==> config.mk <==
export PLATFORM = sky130hd
export DESIGN_NAME = prime_filter_trial_division_top
export DESIGN_NICKNAME = d
export VERILOG_FILES = /design/src/rtl/core/pftd_pkg.sv /design/src/rtl/core/prime_filter_trial_division_top.sv
export SDC_FILE = /design/constraint.sdc
export NUM_CORES = 1
export LEC_CHECK = 0
export BUFFER_PORTS_ARGS = -buffer_cell sky130_fd_sc_hd__buf_2
export CORE_MARGIN = 2
export CORE_UTILIZATION = 44
export CTS_BUF_LIST = sky130_fd_sc_hd__clkbuf_16
export DETAILED_ROUTE_END_ITERATION = 8
export HOLD_SLACK_MARGIN = 0.05
export PLACE_DENSITY = 0.62
export SLEW_MARGIN = 40
export SYNTH_ARGS = -nofsm -noshare
export SYNTH_HDL_FRONTEND = slang
export SYNTH_SLANG_ARGS = --single-unit
==> constraint.sdc <==
create_clock -name aclk -period 3.6 [get_ports aclk]
set_clock_uncertainty 0.1 [all_clocks]
set_input_delay 1.08 -clock aclk [delete_from_list [all_inputs] [get_ports aclk]]
set_output_delay 1.08 -clock aclk [all_outputs]
set_load 0.02 [all_outputs]
==> src/rtl/core/pftd_pkg.sv <==
`default_nettype none

package pftd_pkg;

    // Fixed widths of the stream fields.
    localparam int VALUE_W = 32;
    localparam int PRIME_W = 31;
    localparam int COUNT_W = 32;

    localparam logic [COUNT_W-1:0] COUNT_MAX = {COUNT_W{1'b1}};

    // Sequencer states, one-hot.
    typedef enum logic [3:0] {
        ST_IDLE  = 4'b0001,
        ST_DIV   = 4'b0010,
        ST_CHECK = 4'b0100,
        ST_EMIT  = 4'b1000
    } state_t;

endpackage

`default_nettype wire

==> src/rtl/core/prime_filter_trial_division_top.sv <==
// A rejected value is dropped in the cycle it is accepted; 2 goes through ST_EMIT to the output register.
// An odd value is tried against odd divisors from 3 upward, with W = min(VALUE_BITS - 1, 32); each trial
// is a W-bit bit-serial division in ST_DIV and one check in ST_CHECK. A prime then passes through
// ST_EMIT into the output register. A full output register stalls the result.
// One value is tested at a time; a 31-bit prime needs about 23170 trials.
// Reset (aresetn low, synchronous) empties the output register, idles the sequencer, zeroes the count.
`default_nettype none

module prime_filter_trial_division_top #(
    parameter int VALUE_BITS = 32
) (
    input  wire logic                          aclk,
    input  wire logic                          aresetn,
    input  wire logic                          s_valid,
    output      logic                          s_ready,
    input  wire logic [pftd_pkg::VALUE_W-1:0]  s_value,
    output      logic                          m_valid,
    input  wire logic                          m_ready,
    output      logic [pftd_pkg::PRIME_W-1:0]  m_prime_value,
    output      logic [pftd_pkg::COUNT_W-1:0]  m_primes_so_far
);
    import pftd_pkg::*;

    // The value is read as a VALUE_BITS-wide two's complement number taken from the low bits of
    // the field. Above 32 bits the field's upper bits are zero, so the value is never negative
    // and its magnitude is the whole 32-bit field.
    localparam int XW       = (VALUE_BITS > 32) ? 32 : VALUE_BITS - 1;
    localparam int SIGN_POS = (VALUE_BITS > 32) ? 31 : VALUE_BITS - 1;
    // A divisor never exceeds the square root of the magnitude plus two.
    localparam int DW       = (XW + 1) / 2 + 1;
    localparam int CW       = $clog2(XW);

    state_t            state_reg, state_next;
    logic [XW-1:0]     value_reg, value_next;     // magnitude under test
    logic [XW-1:0]     acc_reg, acc_next;         // dividend bits out, quotient bits in
    logic [DW-1:0]     rem_reg, rem_next;         // partial remainder, always below divisor
    logic [DW-1:0]     divisor_reg, divisor_next; // current odd trial divisor
    logic [CW-1:0]     bit_cnt_reg, bit_cnt_next;
    logic              m_valid_reg, m_valid_next;
    logic [PRIME_W-1:0] prime_reg, prime_next;
    logic [COUNT_W-1:0] prime_total_reg, prime_total_next;

    logic              in_sign;
    logic [XW-1:0]     in_mag;
    logic              in_accept;
    logic              out_load;
    logic [DW:0]       shifted;
    logic              sub_ok;
    logic [63:0]       value_ext;

    assign in_sign   = (VALUE_BITS > 32) ? 1'b0 : s_value[SIGN_POS];
    assign in_mag    = s_value[XW-1:0];
    assign s_ready   = (state_reg == ST_IDLE);
    assign in_accept = s_valid && s_ready;

    // The output register may take a new result when it is empty or its beat leaves now.
    assign out_load  = (state_reg == ST_EMIT) && (!m_valid_reg || m_ready);

    // One restoring-division step: bring down the next dividend bit and subtract if it fits.
    assign shifted   = {rem_reg, acc_reg[XW-1]};
    assign sub_ok    = (shifted >= {1'b0, divisor_reg});
    assign value_ext = 64'(value_reg);

    always_comb begin
        state_next       = state_reg;
        value_next       = value_reg;
        acc_next         = acc_reg;
        rem_next         = rem_reg;
        divisor_next     = divisor_reg;
        bit_cnt_next     = bit_cnt_reg;
        prime_next       = prime_reg;
        prime_total_next = prime_total_reg;
        m_valid_next     = m_valid_reg && !m_ready;

        unique case (state_reg)
            ST_IDLE: begin
                if (in_accept) begin
                    value_next = in_mag;
                    if (in_sign || (in_mag <= XW'(1))) begin
                        // Negative, zero or one: not prime, the beat is dropped.
                        state_next = ST_IDLE;
                    end else if (in_mag == XW'(2)) begin
                        state_next = ST_EMIT;
                    end else if (!in_mag[0]) begin
                        // Even values above two are composite.
                        state_next = ST_IDLE;
                    end else begin
                        acc_next     = in_mag;
                        rem_next     = '0;
                        divisor_next = DW'(3);
                        bit_cnt_next = '0;
                        state_next   = ST_DIV;
                    end
                end
            end
            ST_DIV: begin
                rem_next     = sub_ok ? DW'(shifted - {1'b0, divisor_reg}) : shifted[DW-1:0];
                acc_next     = {acc_reg[XW-2:0], sub_ok};
                bit_cnt_next = bit_cnt_reg + CW'(1);
                if (bit_cnt_reg == CW'(XW - 1)) begin
                    state_next = ST_CHECK;
                end
            end
            ST_CHECK: begin
                // acc_reg now holds the quotient. Once the divisor exceeds it, the divisor's
                // square exceeds the value and no factor remains to be found.
                if (XW'(divisor_reg) > acc_reg) begin
                    state_next = ST_EMIT;
                end else if (rem_reg == '0) begin
                    state_next = ST_IDLE;
                end else begin
                    divisor_next = divisor_reg + DW'(2);
                    acc_next     = value_reg;
                    rem_next     = '0;
                    bit_cnt_next = '0;
                    state_next   = ST_DIV;
                end
            end
            ST_EMIT: begin
                if (out_load) begin
                    prime_next   = value_ext[PRIME_W-1:0];
                    m_valid_next = 1'b1;
                    if (prime_total_reg != COUNT_MAX) begin
                        prime_total_next = prime_total_reg + COUNT_W'(1);
                    end
                    state_next = ST_IDLE;
                end
            end
            default: begin
                state_next = ST_IDLE;
            end
        endcase
    end

    always_ff @(posedge aclk) begin
        if (!aresetn) begin
            state_reg       <= ST_IDLE;
            m_valid_reg     <= 1'b0;
            prime_total_reg <= '0;
        end else begin
            state_reg       <= state_next;
            m_valid_reg     <= m_valid_next;
            prime_total_reg <= prime_total_next;
        end
    end

    // Datapath registers need no reset.
    always_ff @(posedge aclk) begin
        value_reg   <= value_next;
        acc_reg     <= acc_next;
        rem_reg     <= rem_next;
        divisor_reg <= divisor_next;
        bit_cnt_reg <= bit_cnt_next;
        prime_reg   <= prime_next;
    end

    // The count changes only when a result is loaded, so it is the count for the held beat.
    assign m_valid         = m_valid_reg;
    assign m_prime_value   = prime_reg;
    assign m_primes_so_far = prime_total_reg;

    a_rem_below_divisor: assert property (@(posedge aclk) disable iff (!aresetn)
        (state_reg == ST_DIV) |-> (rem_reg < divisor_reg))
        else $error("partial remainder not below divisor");

    a_divisor_odd: assert property (@(posedge aclk) disable iff (!aresetn)
        (state_reg == ST_CHECK) |-> (divisor_reg[0] && (divisor_reg >= DW'(3))))
        else $error("trial divisor is even or below three");

    a_count_step: assert property (@(posedge aclk) disable iff (!aresetn)
        out_load |=> ((prime_total_reg == $past(prime_total_reg) + COUNT_W'(1))
                      || (prime_total_reg == COUNT_MAX)))
        else $error("prime count did not advance on a new result");

    a_result_at_least_two: assert property (@(posedge aclk) disable iff (!aresetn)
        m_valid_reg |-> (prime_reg[PRIME_W-1:1] != '0))
        else $error("result value below two");

    a_no_input_while_busy: assert property (@(posedge aclk) disable iff (!aresetn)
        (state_reg == ST_DIV || state_reg == ST_CHECK) |=> !$past(in_accept))
        else $error("input accepted while a test was running");

endmodule

`default_nettype wire
=== Word-level counts from Yosys, hierarchy flattened ===
Cells that the tools add are included.

* Bits in registers: 169
* Input bits: 36

* Equal/unequal tests: 15
* $lt $le $gt $ge: 3
* Multiplexer cells: 40
* Reductions and logical operators: 16
* Add/subtract/negate cells: 4

{| class="wikitable"
|+ Operators with widths
! kind !! count
|-
| two-way mux 17 bit || 13
|-
| two-way mux 31 bit || 6
|-
| case mux 31 bit (3 select lines) || 1
|-
| case mux 17 bit (3 select lines) || 1
|-
| case mux 17 bit (2 select lines) || 1
|-
| adder 32 x 1 -> 32 bit, second input constant || 1
|-
| inequality test 32 bit, second input constant || 1
|-
| equality test 31 x 2 -> 1 bit, second input constant || 1
|-
| greater-than comparator 17 x 31 -> 1 bit || 1
|-
| less-or-equal comparator 31 x 1 -> 1 bit, second input constant || 1
|-
| two-way mux 5 bit || 6
|-
| two-way mux 4 bit || 6
|-
| greater-or-equal comparator 18 x 17 -> 1 bit || 1
|-
| adder 17 x 2 -> 17 bit, second input constant || 1
|-
| zero test 17 bit || 1
|-
| subtractor 17 bit || 1
|-
| case mux 4 bit (4 select lines) || 1
|-
| case mux 5 bit (3 select lines) || 1
|-
| AND reduction 7 bit || 2
|-
| inequality test 2 bit, second input constant || 6
|-
| AND reduction 3 bit || 2
|-
| adder 5 x 1 -> 5 bit, second input constant || 1
|-
| equality test 5 bit, second input constant || 1
|-
| equality test 4 x 1 -> 1 bit, second input constant || 1
|-
| other kinds (12) || 20
|}

=== Logic depth before layout (Yosys ltp) ===
Gate-level depths: netlist of run 1.

* Depth in word-level cells: 5
* Depth in mapped cells: 9
* Depth with buffers taken out: 8

=== Least setup slack after synthesis of run 1 ===
Ideal clock, no wire load.

* Path type: input -> register
* Start: input s_value[17] (netlist bit)
* End: register acc_reg[0] (enable)
* Stages on the path: 5
* Buffers on the path: 0
* Setup time: 0.495 ns
* Path slack: -0.096 ns
* Arrival: 3.101 ns
* Path through: nor4_1 > nand4_1 > or4_1 > and3_1 > a311o_1

* Cells in the longest elaborated chain, start to end: 4
* Elaborated cells on any way between the ends: 6
* Those cells by class: 1 x order compare; 3 x eq/ne; 2 x reduce/logical

{| class="wikitable"
|+ Ends and longest elaborated chain
! element !! line !! RTL
|-
| from (decl) || prime_filter_trial_division_top.sv:16 || <nowiki>input wire logic [pftd_pkg::VALUE_W-1:0] s_value,</nowiki>
|-
| less-or-equal comparator 31 x 1 -> 1 bit || prime_filter_trial_division_top.sv:79 || <nowiki>if (in_sign || (in_mag <= XW'(1))) begin</nowiki>
|-
| logical OR 1 bit || prime_filter_trial_division_top.sv:79 ||
|-
| inequality test 2 bit (no line) || -- ||
|-
| AND reduction 7 bit (no line) * || -- ||
|-
| to (signal assigned) || prime_filter_trial_division_top.sv:150 || <nowiki>acc_reg <= acc_next;</nowiki>
|-
| to (decl) || prime_filter_trial_division_top.sv:35 || <nowiki>logic [XW-1:0] acc_reg, acc_next;</nowiki>
|}

Every way passes the cells marked *; elsewhere a longest branch is shown, timed or not.
A chain may end at the register's enable or synchronous reset.

=== Worst setup path in the final report of run 1 ===
* Start: input s_value[11] (netlist bit)
* End: register acc_reg[9] (enable)

The elaborated chain is that of the path after synthesis.

==> results of run 1 <==
-- power by group through the flow --
stage / logic, mW / registers (mW) / clock network [mW]
5_1_grt: 0.300 / 2.20 / 1.87
3_3_place_gp: 0.262 / 2.24 / 0
6_report: 0.268 / 2.19 / 1.74
2_1_floorplan: 0.169 / 2.22 / 0
3_5_place_dp: 0.267 / 2.24 / 0
4_1_cts: 0.269 / 2.19 / 1.77
-- cell families (layout without fill, tap and decap cells) --
family,count (synthesis),count (layout),share of synthesized area [%]
xor+xnor,48,48,4.91
fa+ha+maj,38,38,5.64
simple gates,323,323,18.8
mux,12,12,1.40
buf+inv,76,203,3.37
compound gates,145,145,11.3
flops,168,168,54.6
-- cell type report --
| cell class | count | area [um2] |
|---|---|---|
| tap | 265 | 332 |
| sequential | 168 | 4670 |
| fill | 1773 | 9190 |
| multi-input combinational | 566 | 3640 |
| timing repair buffer | 121 | 683 |
| clock buffer | 17 | 425 |
| clock inverter | 15 | 138 |
| inverter | 50 | 188 |
-- critical path, stage by stage --
cell     delay (ps)
buf_2           110
nor4_1          340
buf_4           200
nand4_1         160
or4_1           580
and3_1          190
a311o_2         420
buf_12          190
-- path summary, 6_finish.rpt --
path / cells after the start / slack, ps / to
max: 8 / 390 / acc_reg[9]
min: 0 / 360 / m_prime_value[3]
max reg2reg: 8 / 590 / rem_reg[15]
min reg2reg: 0 / 360 / m_prime_value[3]
-- per-layer routing --
metal / track usage (%) / up-vias / share of wire (%)
met2: 34.0 / 156 / 48
met1: 29.0 / 3139 / 46
met4: 5.21 / 0 / 1.0
met3: 4.27 / 15 / 4.9
li1: - / 3224 / -
met5: 0 / - / 0
-- Yosys cell counts (4+ instances only) --
cell type / count
a211oi_1: 6
a21o_1: 9
a21oi_1: 35
a22oi_1: 29
a31oi_1: 4
and2_1: 6
and3_1: 5
and4_1: 6
clkbuf_1: 22
dfxtp_1: 37
edfxtp_1: 131
ha_1: 37
inv_1: 50
mux2i_1: 12
nand2_1: 115
nand3_1: 26
nand4_1: 26
nor2_1: 60
nor3_1: 19
nor4_1: 17
o21ai_0: 25
o31ai_1: 6
or2_2: 4
or3_1: 12
or4_1: 8
xnor2_1: 34
xor2_1: 14
==> impl_metrics.csv, run 1 <==
group,metric,value,unit
min_path,hold_path.class,"reg2reg",
clock_tree,path_clk_slew,70,ps
sta,period_minus_slack,3210,ps
pwr,clockPowerShare,41.4,%
floorplan,dieHeight,144,um
sta,hold_viol,0,
final_layout,fin_area,10100,um2
yosys,synth_cells,810,
critical_path,reg2reg_from,"divisor_reg[1]",
final_layout,final_cells,1202,
critical_path,critPathArrivalTime,3290,ps
floorplan,initial_utilization,44.4,%
floorplan,io_pins,101,
placed_design,dp_hpwl,15300,um
yosys,synth_warnings,0,
yosys,ys_ff_latch,168,
drt,postRouteAntennaNets,0,
clock_tree,clk_path_buf_depth,2,
critical_path,crit_path_start,"s_value[11]",
sta,slew_headroom,55.1,%
yosys,yosysUniqueCellTypes,61,
drt,wirelength,20700,um
final_layout,largest_reg_flops,32,
drt,remaining_drc_errors,0,
pwr,vdd_ir_drop_max,0.297,mV
yosys,ys_seq_area_share,54.6,%
yosys,syn_area,8560,um2
pwr,switching_share,24.6,%
sta,worstMarginPinSlew,672,ps
grt,grt_usage,21.0,%
placed_design,dpl.cell_count,1170,
clock_tree,cts_root_buf,"clkbuf_16",
clock_tree,htree_num_levels,4,
min_path,min_from,"value_reg[3]",
status,status,"complete, no violations",
floorplan,die-area,20600,um2
grt,grt_pass1_vias,6244,
floorplan,coreArea,19300,um2
sta,setup_tns,0,ps
sta,rsz0062_at_grt,"false",
sta,setup_ws,387,ps
clock_tree,clkLatencyLatePin,430,ps
pwr,leakage,3.84,nW
placed_design,dp_slack,-41.7,ps
critical_path,worstSetupPathType,"in2reg",
clock_tree,cts_hold_buf,0,
clock_tree,numCtsBuffers,17,
grt,grt_max_degree,35,
pwr,pwr-share-seq,52.2,%
pwr,power.density,417,nW/um2
grt,grt_pass1_wl,33400,um
floorplan,rows,51,
run,max_cap_viol_count,0,
critical_path,crit_path_max_fanout,24,
yosys,yosys_most_used_dff,"edfxtp_1",
yosys,yosys.area.top_type,"edfxtp_1",
sta,fmax,311,MHz
clock_tree,cts_sinks,168,
yosys,synth-async-reset-ratio,0,%
final_layout,syn_to_final_growth,17.7,%
placed_design,gp_congestion,0.829,
grt,grt.overflow.total,0,
final_layout,drive_above_1_share,18.1,%
drt,wl_per_cell,17.2,um
sta,setup_viol,0,
critical_path,start_kind,"input port",
pwr,internal-power,3.17,mW
yosys,synth_top_cell_area_share,45.9,%
grt,antenna_found_initial,0,
drt,drt_iter0_drc,431,
sta,slew_violations,0,
final_layout,final_common_cell,"edfxtp_1",
critical_path,cp-end-kind,"flop",
drt,first_pass_iters,5,
final_layout,layout.nets,998,
clock_tree,tritoncts,"yes",
pwr,combPwrFrac,6.4,%
final_layout,final_core_util,52.3,%
sta,period_share,89.3,%
drt,viasPerCell,5.44,
yosys,synth_edf_count,131,
final_layout,final_cell_mix,"edfxtp_1, nand2_1, buf_2",
final_layout,n_antenna_cell,0,
floorplan,die_x,144,um
yosys,synth.area.top_cells,"edfxtp_1, dfxtp_1, ha_1, nand2_1, xnor2_1",
critical_path,cp_data_required_time,3680,ps
clock_tree,post_cts_resized,0,
placed_design,placed_area,9520,um2
placed_design,port_buffers,100,
drt,num_vias,6534,
pwr,power.switching,1.04,mW
clock_tree,post_cts_buffers,0,
yosys,syn_avg_cell_area,10.6,um2
pwr,total_power,4.20,mW
yosys,synth_nets,884,
sta,whs,357,ps
Note: power is estimated with default switching activity, not from simulation.
==> inputs of run 2 (changes only) <==
Settings changed: PLACE_DENSITY 0.62 to 0.6.
Clock period 3.6 ns to 3.59 ns, I/O delays scaled along.
==> impl_metrics.csv, run 2 (same netlist as run 1, synthesis figures left out) <==
group,metric,value,unit
floorplan,rows,51,
sta,period_minus_slack,3090,ps
sta,setup_ws,501,ps
final_layout,syn_to_final_growth,17.7,%
clock_tree,cts_hold_buf,0,
clock_tree,cts_root_buf,"clkbuf_16",
placed_design,port_buffers,100,
critical_path,cp_data_required_time,3650,ps
sta,period_share,86.0,%
critical_path,cp_slowest_cell,"or4_1",
placed_design,dp_hpwl,14700,um
run,max_cap_viol_count,0,
placed_design,dp_slack,54.1,ps
sta,rsz0062_at_grt,"false",
floorplan,dieHeight,144,um
grt,grt.overflow.total,0,
drt,postRouteAntennaNets,0,
grt,grt_pass1_wl,31900,um
drt,dr.max_layer_used,"met4",
grt,grt_usage,20.0,%
drt,dr_wl_met3,922,um
final_layout,layout.nets,994,
sta,setup_viol,0,
sta,hold_viol,0,
critical_path,critPathArrivalTime,3150,ps
pwr,leakage,3.83,nW
floorplan,initial_utilization,44.4,%
critical_path,path_cells,"buf_2, nor4_1, nand4_1, or4_1, and3_1, a311o_2, buf_12",
status,status,"complete, no violations",
drt,dr_wl_met2,9270,um
sta,fmax,324,MHz
final_layout,final_core_util,52.3,%
drt,met1_length,9580,um
pwr,switching_share,21.7,%
critical_path,start_kind,"input port",
floorplan,coreArea,19300,um2
min_path,hold_path.class,"reg2reg",
clock_tree,post_cts_resized,0,
sta,slew_violations,0,
pwr,combPwrFrac,6.1,%
grt,grt_pass1_vias,6002,
drt,num_vias,6521,
critical_path,cp-end-kind,"flop",
critical_path,critPathTopFamily,"simple AND/OR/NAND/NOR gates",
final_layout,n_fill_cell,1801,
clock_tree,tritoncts,"yes",
placed_design,gp_congestion,0.827,
pwr,vdd_ir_drop_max,0.250,mV
critical_path,cp_slowest_stage_delay,570,ps
sta,setup_tns,0,ps
floorplan,die_x,144,um
drt,remaining_drc_errors,0,
sta,slew_headroom,54.1,%
clock_tree,numCtsBuffers,17,
final_layout,final_cell_mix,"edfxtp_1, nand2_1, buf_2",
clock_tree,cts_sinks,168,
pwr,clockPowerShare,43.4,%
pwr,power.density,433,nW/um2
pwr,pwr-share-seq,50.5,%
drt,viasPerCell,5.46,
grt,antenna_found_initial,0,
critical_path,crit_path_max_fanout,42,
floorplan,die-area,20600,um2
sta,whs,347,ps
grt,grt_max_degree,43,
sta,worstMarginPinSlew,688,ps
clock_tree,path_clk_slew,60,ps
clock_tree,post_cts_buffers,0,
final_layout,drive_above_1_share,17.4,%
clock_tree,htree_num_levels,4,
critical_path,cp.buffers_inverters,2,
clock_tree,clkLatencyLatePin,430,ps
pwr,total_power,4.36,mW
drt,first_pass_iters,5,
pwr,internal-power,3.42,mW
floorplan,io_pins,101,
critical_path,worstSetupPathType,"in2reg",
drt,drt_iter0_drc,431,
drt,wirelength,20100,um
pwr,power.switching,0.944,mW
final_layout,largest_reg_flops,32,
clock_tree,clk_path_buf_depth,2,
drt,wl_per_cell,16.8,um
final_layout,n_antenna_cell,0,
final_layout,final_common_cell,"edfxtp_1",
==> run 2: cell count changes in the layout (fill, tap and decap cells not counted) <==
cell / before / now
inv_6: 5 / 2
bufinv_16: 0 / 4
clkinv_8: 1 / 0
clkinv_4: 4 / 1
buf_4: 19 / 15
a31oi_1: 3 / 4
clkinvlp_4: 0 / 3
a31oi_4: 1 / 0
inv_8: 3 / 0
==> run 2: area by class of cell <==
class / count / area, um2 / area share [%]
clock inverter: 12 / 178 / 1.76
clock buffer: 17 / 425 / 4.22
sequential: 168 / 4670 / 46.4
tap: 265 / 332 / 3.29
timing repair buffer: 117 / 653 / 6.48
inverter: 50 / 188 / 1.86
multi-input combinational: 566 / 3630 / 36.0
==> run 2: path summary, 6_finish.rpt <==
path	startpoint	endpoint	slack (ps)	cells after the start
min	value_reg[1]	m_prime_value[1]	350	0
max	s_value[10]	acc_reg[6]	500	7
min reg2reg	value_reg[1]	m_prime_value[1]	350	0
max reg2reg	divisor_reg[11]	rem_reg[15]	510	9
==> run 2: power by group through the flow <==
| stage | registers, mW | clock network [mW] | logic (mW) |
|---|---|---|---|
| detailed placement | 2.24 | 0 | 0.266 |
| CTS | 2.20 | 1.92 | 0.268 |
| global route | 2.21 | 1.99 | 0.298 |
| finish | 2.20 | 1.89 | 0.266 |
| floorplan | 2.23 | 0 | 0.169 |
| global placement | 2.24 | 0 | 0.265 |
==> run 2: through the flow <==
stage                     instances  instance area (um2)
after floorplan                 810                 8570
after global placement         1166                 9470
after detailed placement       1166                 9480
after CTS                      1195                10100
after global routing           1195                10100
final                          1195                10100
==> run 2: metal layers <==
metal  vias to the layer above  global-route usage [%]
li1                       3218                       -
met1                      3125                    28.6
met2                       158                    31.1
met3                        20                    3.63
met4                         0                    6.40
met5                         -                       0
==> inputs of run 3 (changes only) <==
Settings changed: CORE_UTILIZATION 44 to 45, PLACE_DENSITY 0.6 to 0.61.
==> impl_metrics.csv, run 3 (same netlist as run 1, synthesis figures left out) <==
group,metric,value,unit
status,status,"complete, no violations",
sta,setup_tns,0,ps
sta,slew_violations,0,
grt,grtUsageMet2,30.8,%
clock_tree,path_clk_slew,70,ps
grt,grt_usage,20.4,%
drt,wl_per_cell,16.8,um
grt,grt_max_degree,41,
sta,worstMarginPinSlew,728,ps
critical_path,critPathArrivalTime,3200,ps
drt,drt_iter0_drc,426,
grt,use_met1,29.9,%
placed_design,gp_congestion,0.833,
critical_path,crit_path_max_fanout,31,
floorplan,dieHeight,142,um
clock_tree,cts_sinks,168,
clock_tree,clk_path_buf_depth,2,
clock_tree,tritoncts,"yes",
pwr,leakage,3.81,nW
critical_path,cp-end-kind,"flop",
clock_tree,cts_hold_buf,0,
drt,remaining_drc_errors,0,
grt,met3_usage,4.64,%
clock_tree,cts_root_buf,"clkbuf_16",
critical_path,worstSetupPathType,"in2reg",
critical_path,cp_data_required_time,3660,ps
drt,first_pass_iters,4,
final_layout,largest_reg_flops,32,
sta,slew_headroom,51.4,%
pwr,total_power,4.16,mW
final_layout,layout.nets,996,
floorplan,die_x,142,um
grt,busiest_layer,"met2",
clock_tree,numCtsBuffers,17,
sta,rsz0062_at_grt,"false",
floorplan,initial_utilization,45.8,%
grt,grt.overflow.total,0,
final_layout,n_fill_cell,1665,
sta,fmax,319,MHz
placed_design,port_buffers,100,
final_layout,drive_above_1_share,17.9,%
grt,grt_pass1_wl,31800,um
drt,postRouteAntennaNets,0,
drt,viasPerCell,5.50,
placed_design,dp_hpwl,14500,um
clock_tree,htree_num_levels,4,
critical_path,start_kind,"input port",
floorplan,io_pins,101,
drt,num_vias,6432,
sta,period_share,87.3,%
final_layout,n_antenna_cell,0,
sta,setup_viol,0,
final_layout,final_common_cell,"edfxtp_1",
grt,grt_pass1_vias,6046,
floorplan,rows,50,
final_layout,syn_to_final_growth,16.7,%
clock_tree,post_cts_buffers,0,
floorplan,coreArea,18700,um2
min_path,hold_path.class,"reg2reg",
grt,antenna_found_initial,0,
clock_tree,post_cts_resized,0,
floorplan,die-area,20200,um2
pwr,power.density,416,nW/um2
pwr,vdd_ir_drop_max,0.280,mV
run,max_cap_viol_count,0,
sta,hold_viol,0,
drt,wirelength,19700,um
final_layout,final_cell_mix,"edfxtp_1, nand2_1, buf_2",
clock_tree,clkLatencyLatePin,430,ps
sta,period_minus_slack,3130,ps
-- run 3: changes by cell type in the layout (fill, tap and decap cells not counted), sizes merged --
| cell | before | now |
|---|---|---|
| bufinv | 4 | 0 |
| inv | 52 | 56 |
| buf | 117 | 119 |
| clkinv | 3 | 5 |
| clkinvlp | 3 | 4 |
-- run 3: cell type report --
type	count	area (um2)	share of cell area (%)
timing repair buffer	119	668	6.69
sequential	168	4670	46.8
clock buffer	17	425	4.26
inverter	50	188	1.88
clock inverter	15	123	1.23
multi-input combinational	566	3620	36.3
tap	234	293	2.93
-- run 3: per-layer routing --
layer  vias up  wire (um)
met4         0        179
met2       151       8790
li1       3224          -
met1      3046       9750
met3        11        963
met5         -          0
-- run 3: metrics by stage --
step	utilization (%)	hold slack, ps	instances	instance area, um2	setup WS [ps]
2_1_floorplan	-	327	810	8570	235
3_3_place_gp	50.5	334	1137	9450	40.3
3_5_place_dp	50.5	340	1137	9450	22.9
4_1_cts	53.4	355	1169	9990	463
5_1_grt	53.4	368	1169	9990	369
6_report	53.4	356	1169	9990	456
-- run 3: power by group --
| group | switching, mW | internal [mW] | leakage (nW) |
|---|---|---|---|
| clock network | 0.797 | 0.900 | 0.261 |
| logic | 0.162 | 0.101 | 2.04 |
| registers | 0.0423 | 2.16 | 1.51 |
| total | 1.00 | 3.16 | 3.81 |
-- run 3: worst max-delay path, cell delays in order --
cell and delay [ps]:
buf_2 110, nor4_1 360, nand4_1 140, buf_4 190, or4_1 530, and3_1 190
a311o_2 400, buf_12 180
-- run 3: worst paths after layout --
path	cells past startpoint	to	startpoint	slack, ps
min	0	m_prime_value[0]	value_reg[0]	360
max reg2reg	9	rem_reg[16]	divisor_reg[5]	560
max	8	acc_reg[14]	s_value[17]	460
min reg2reg	0	m_prime_value[0]	value_reg[0]	360
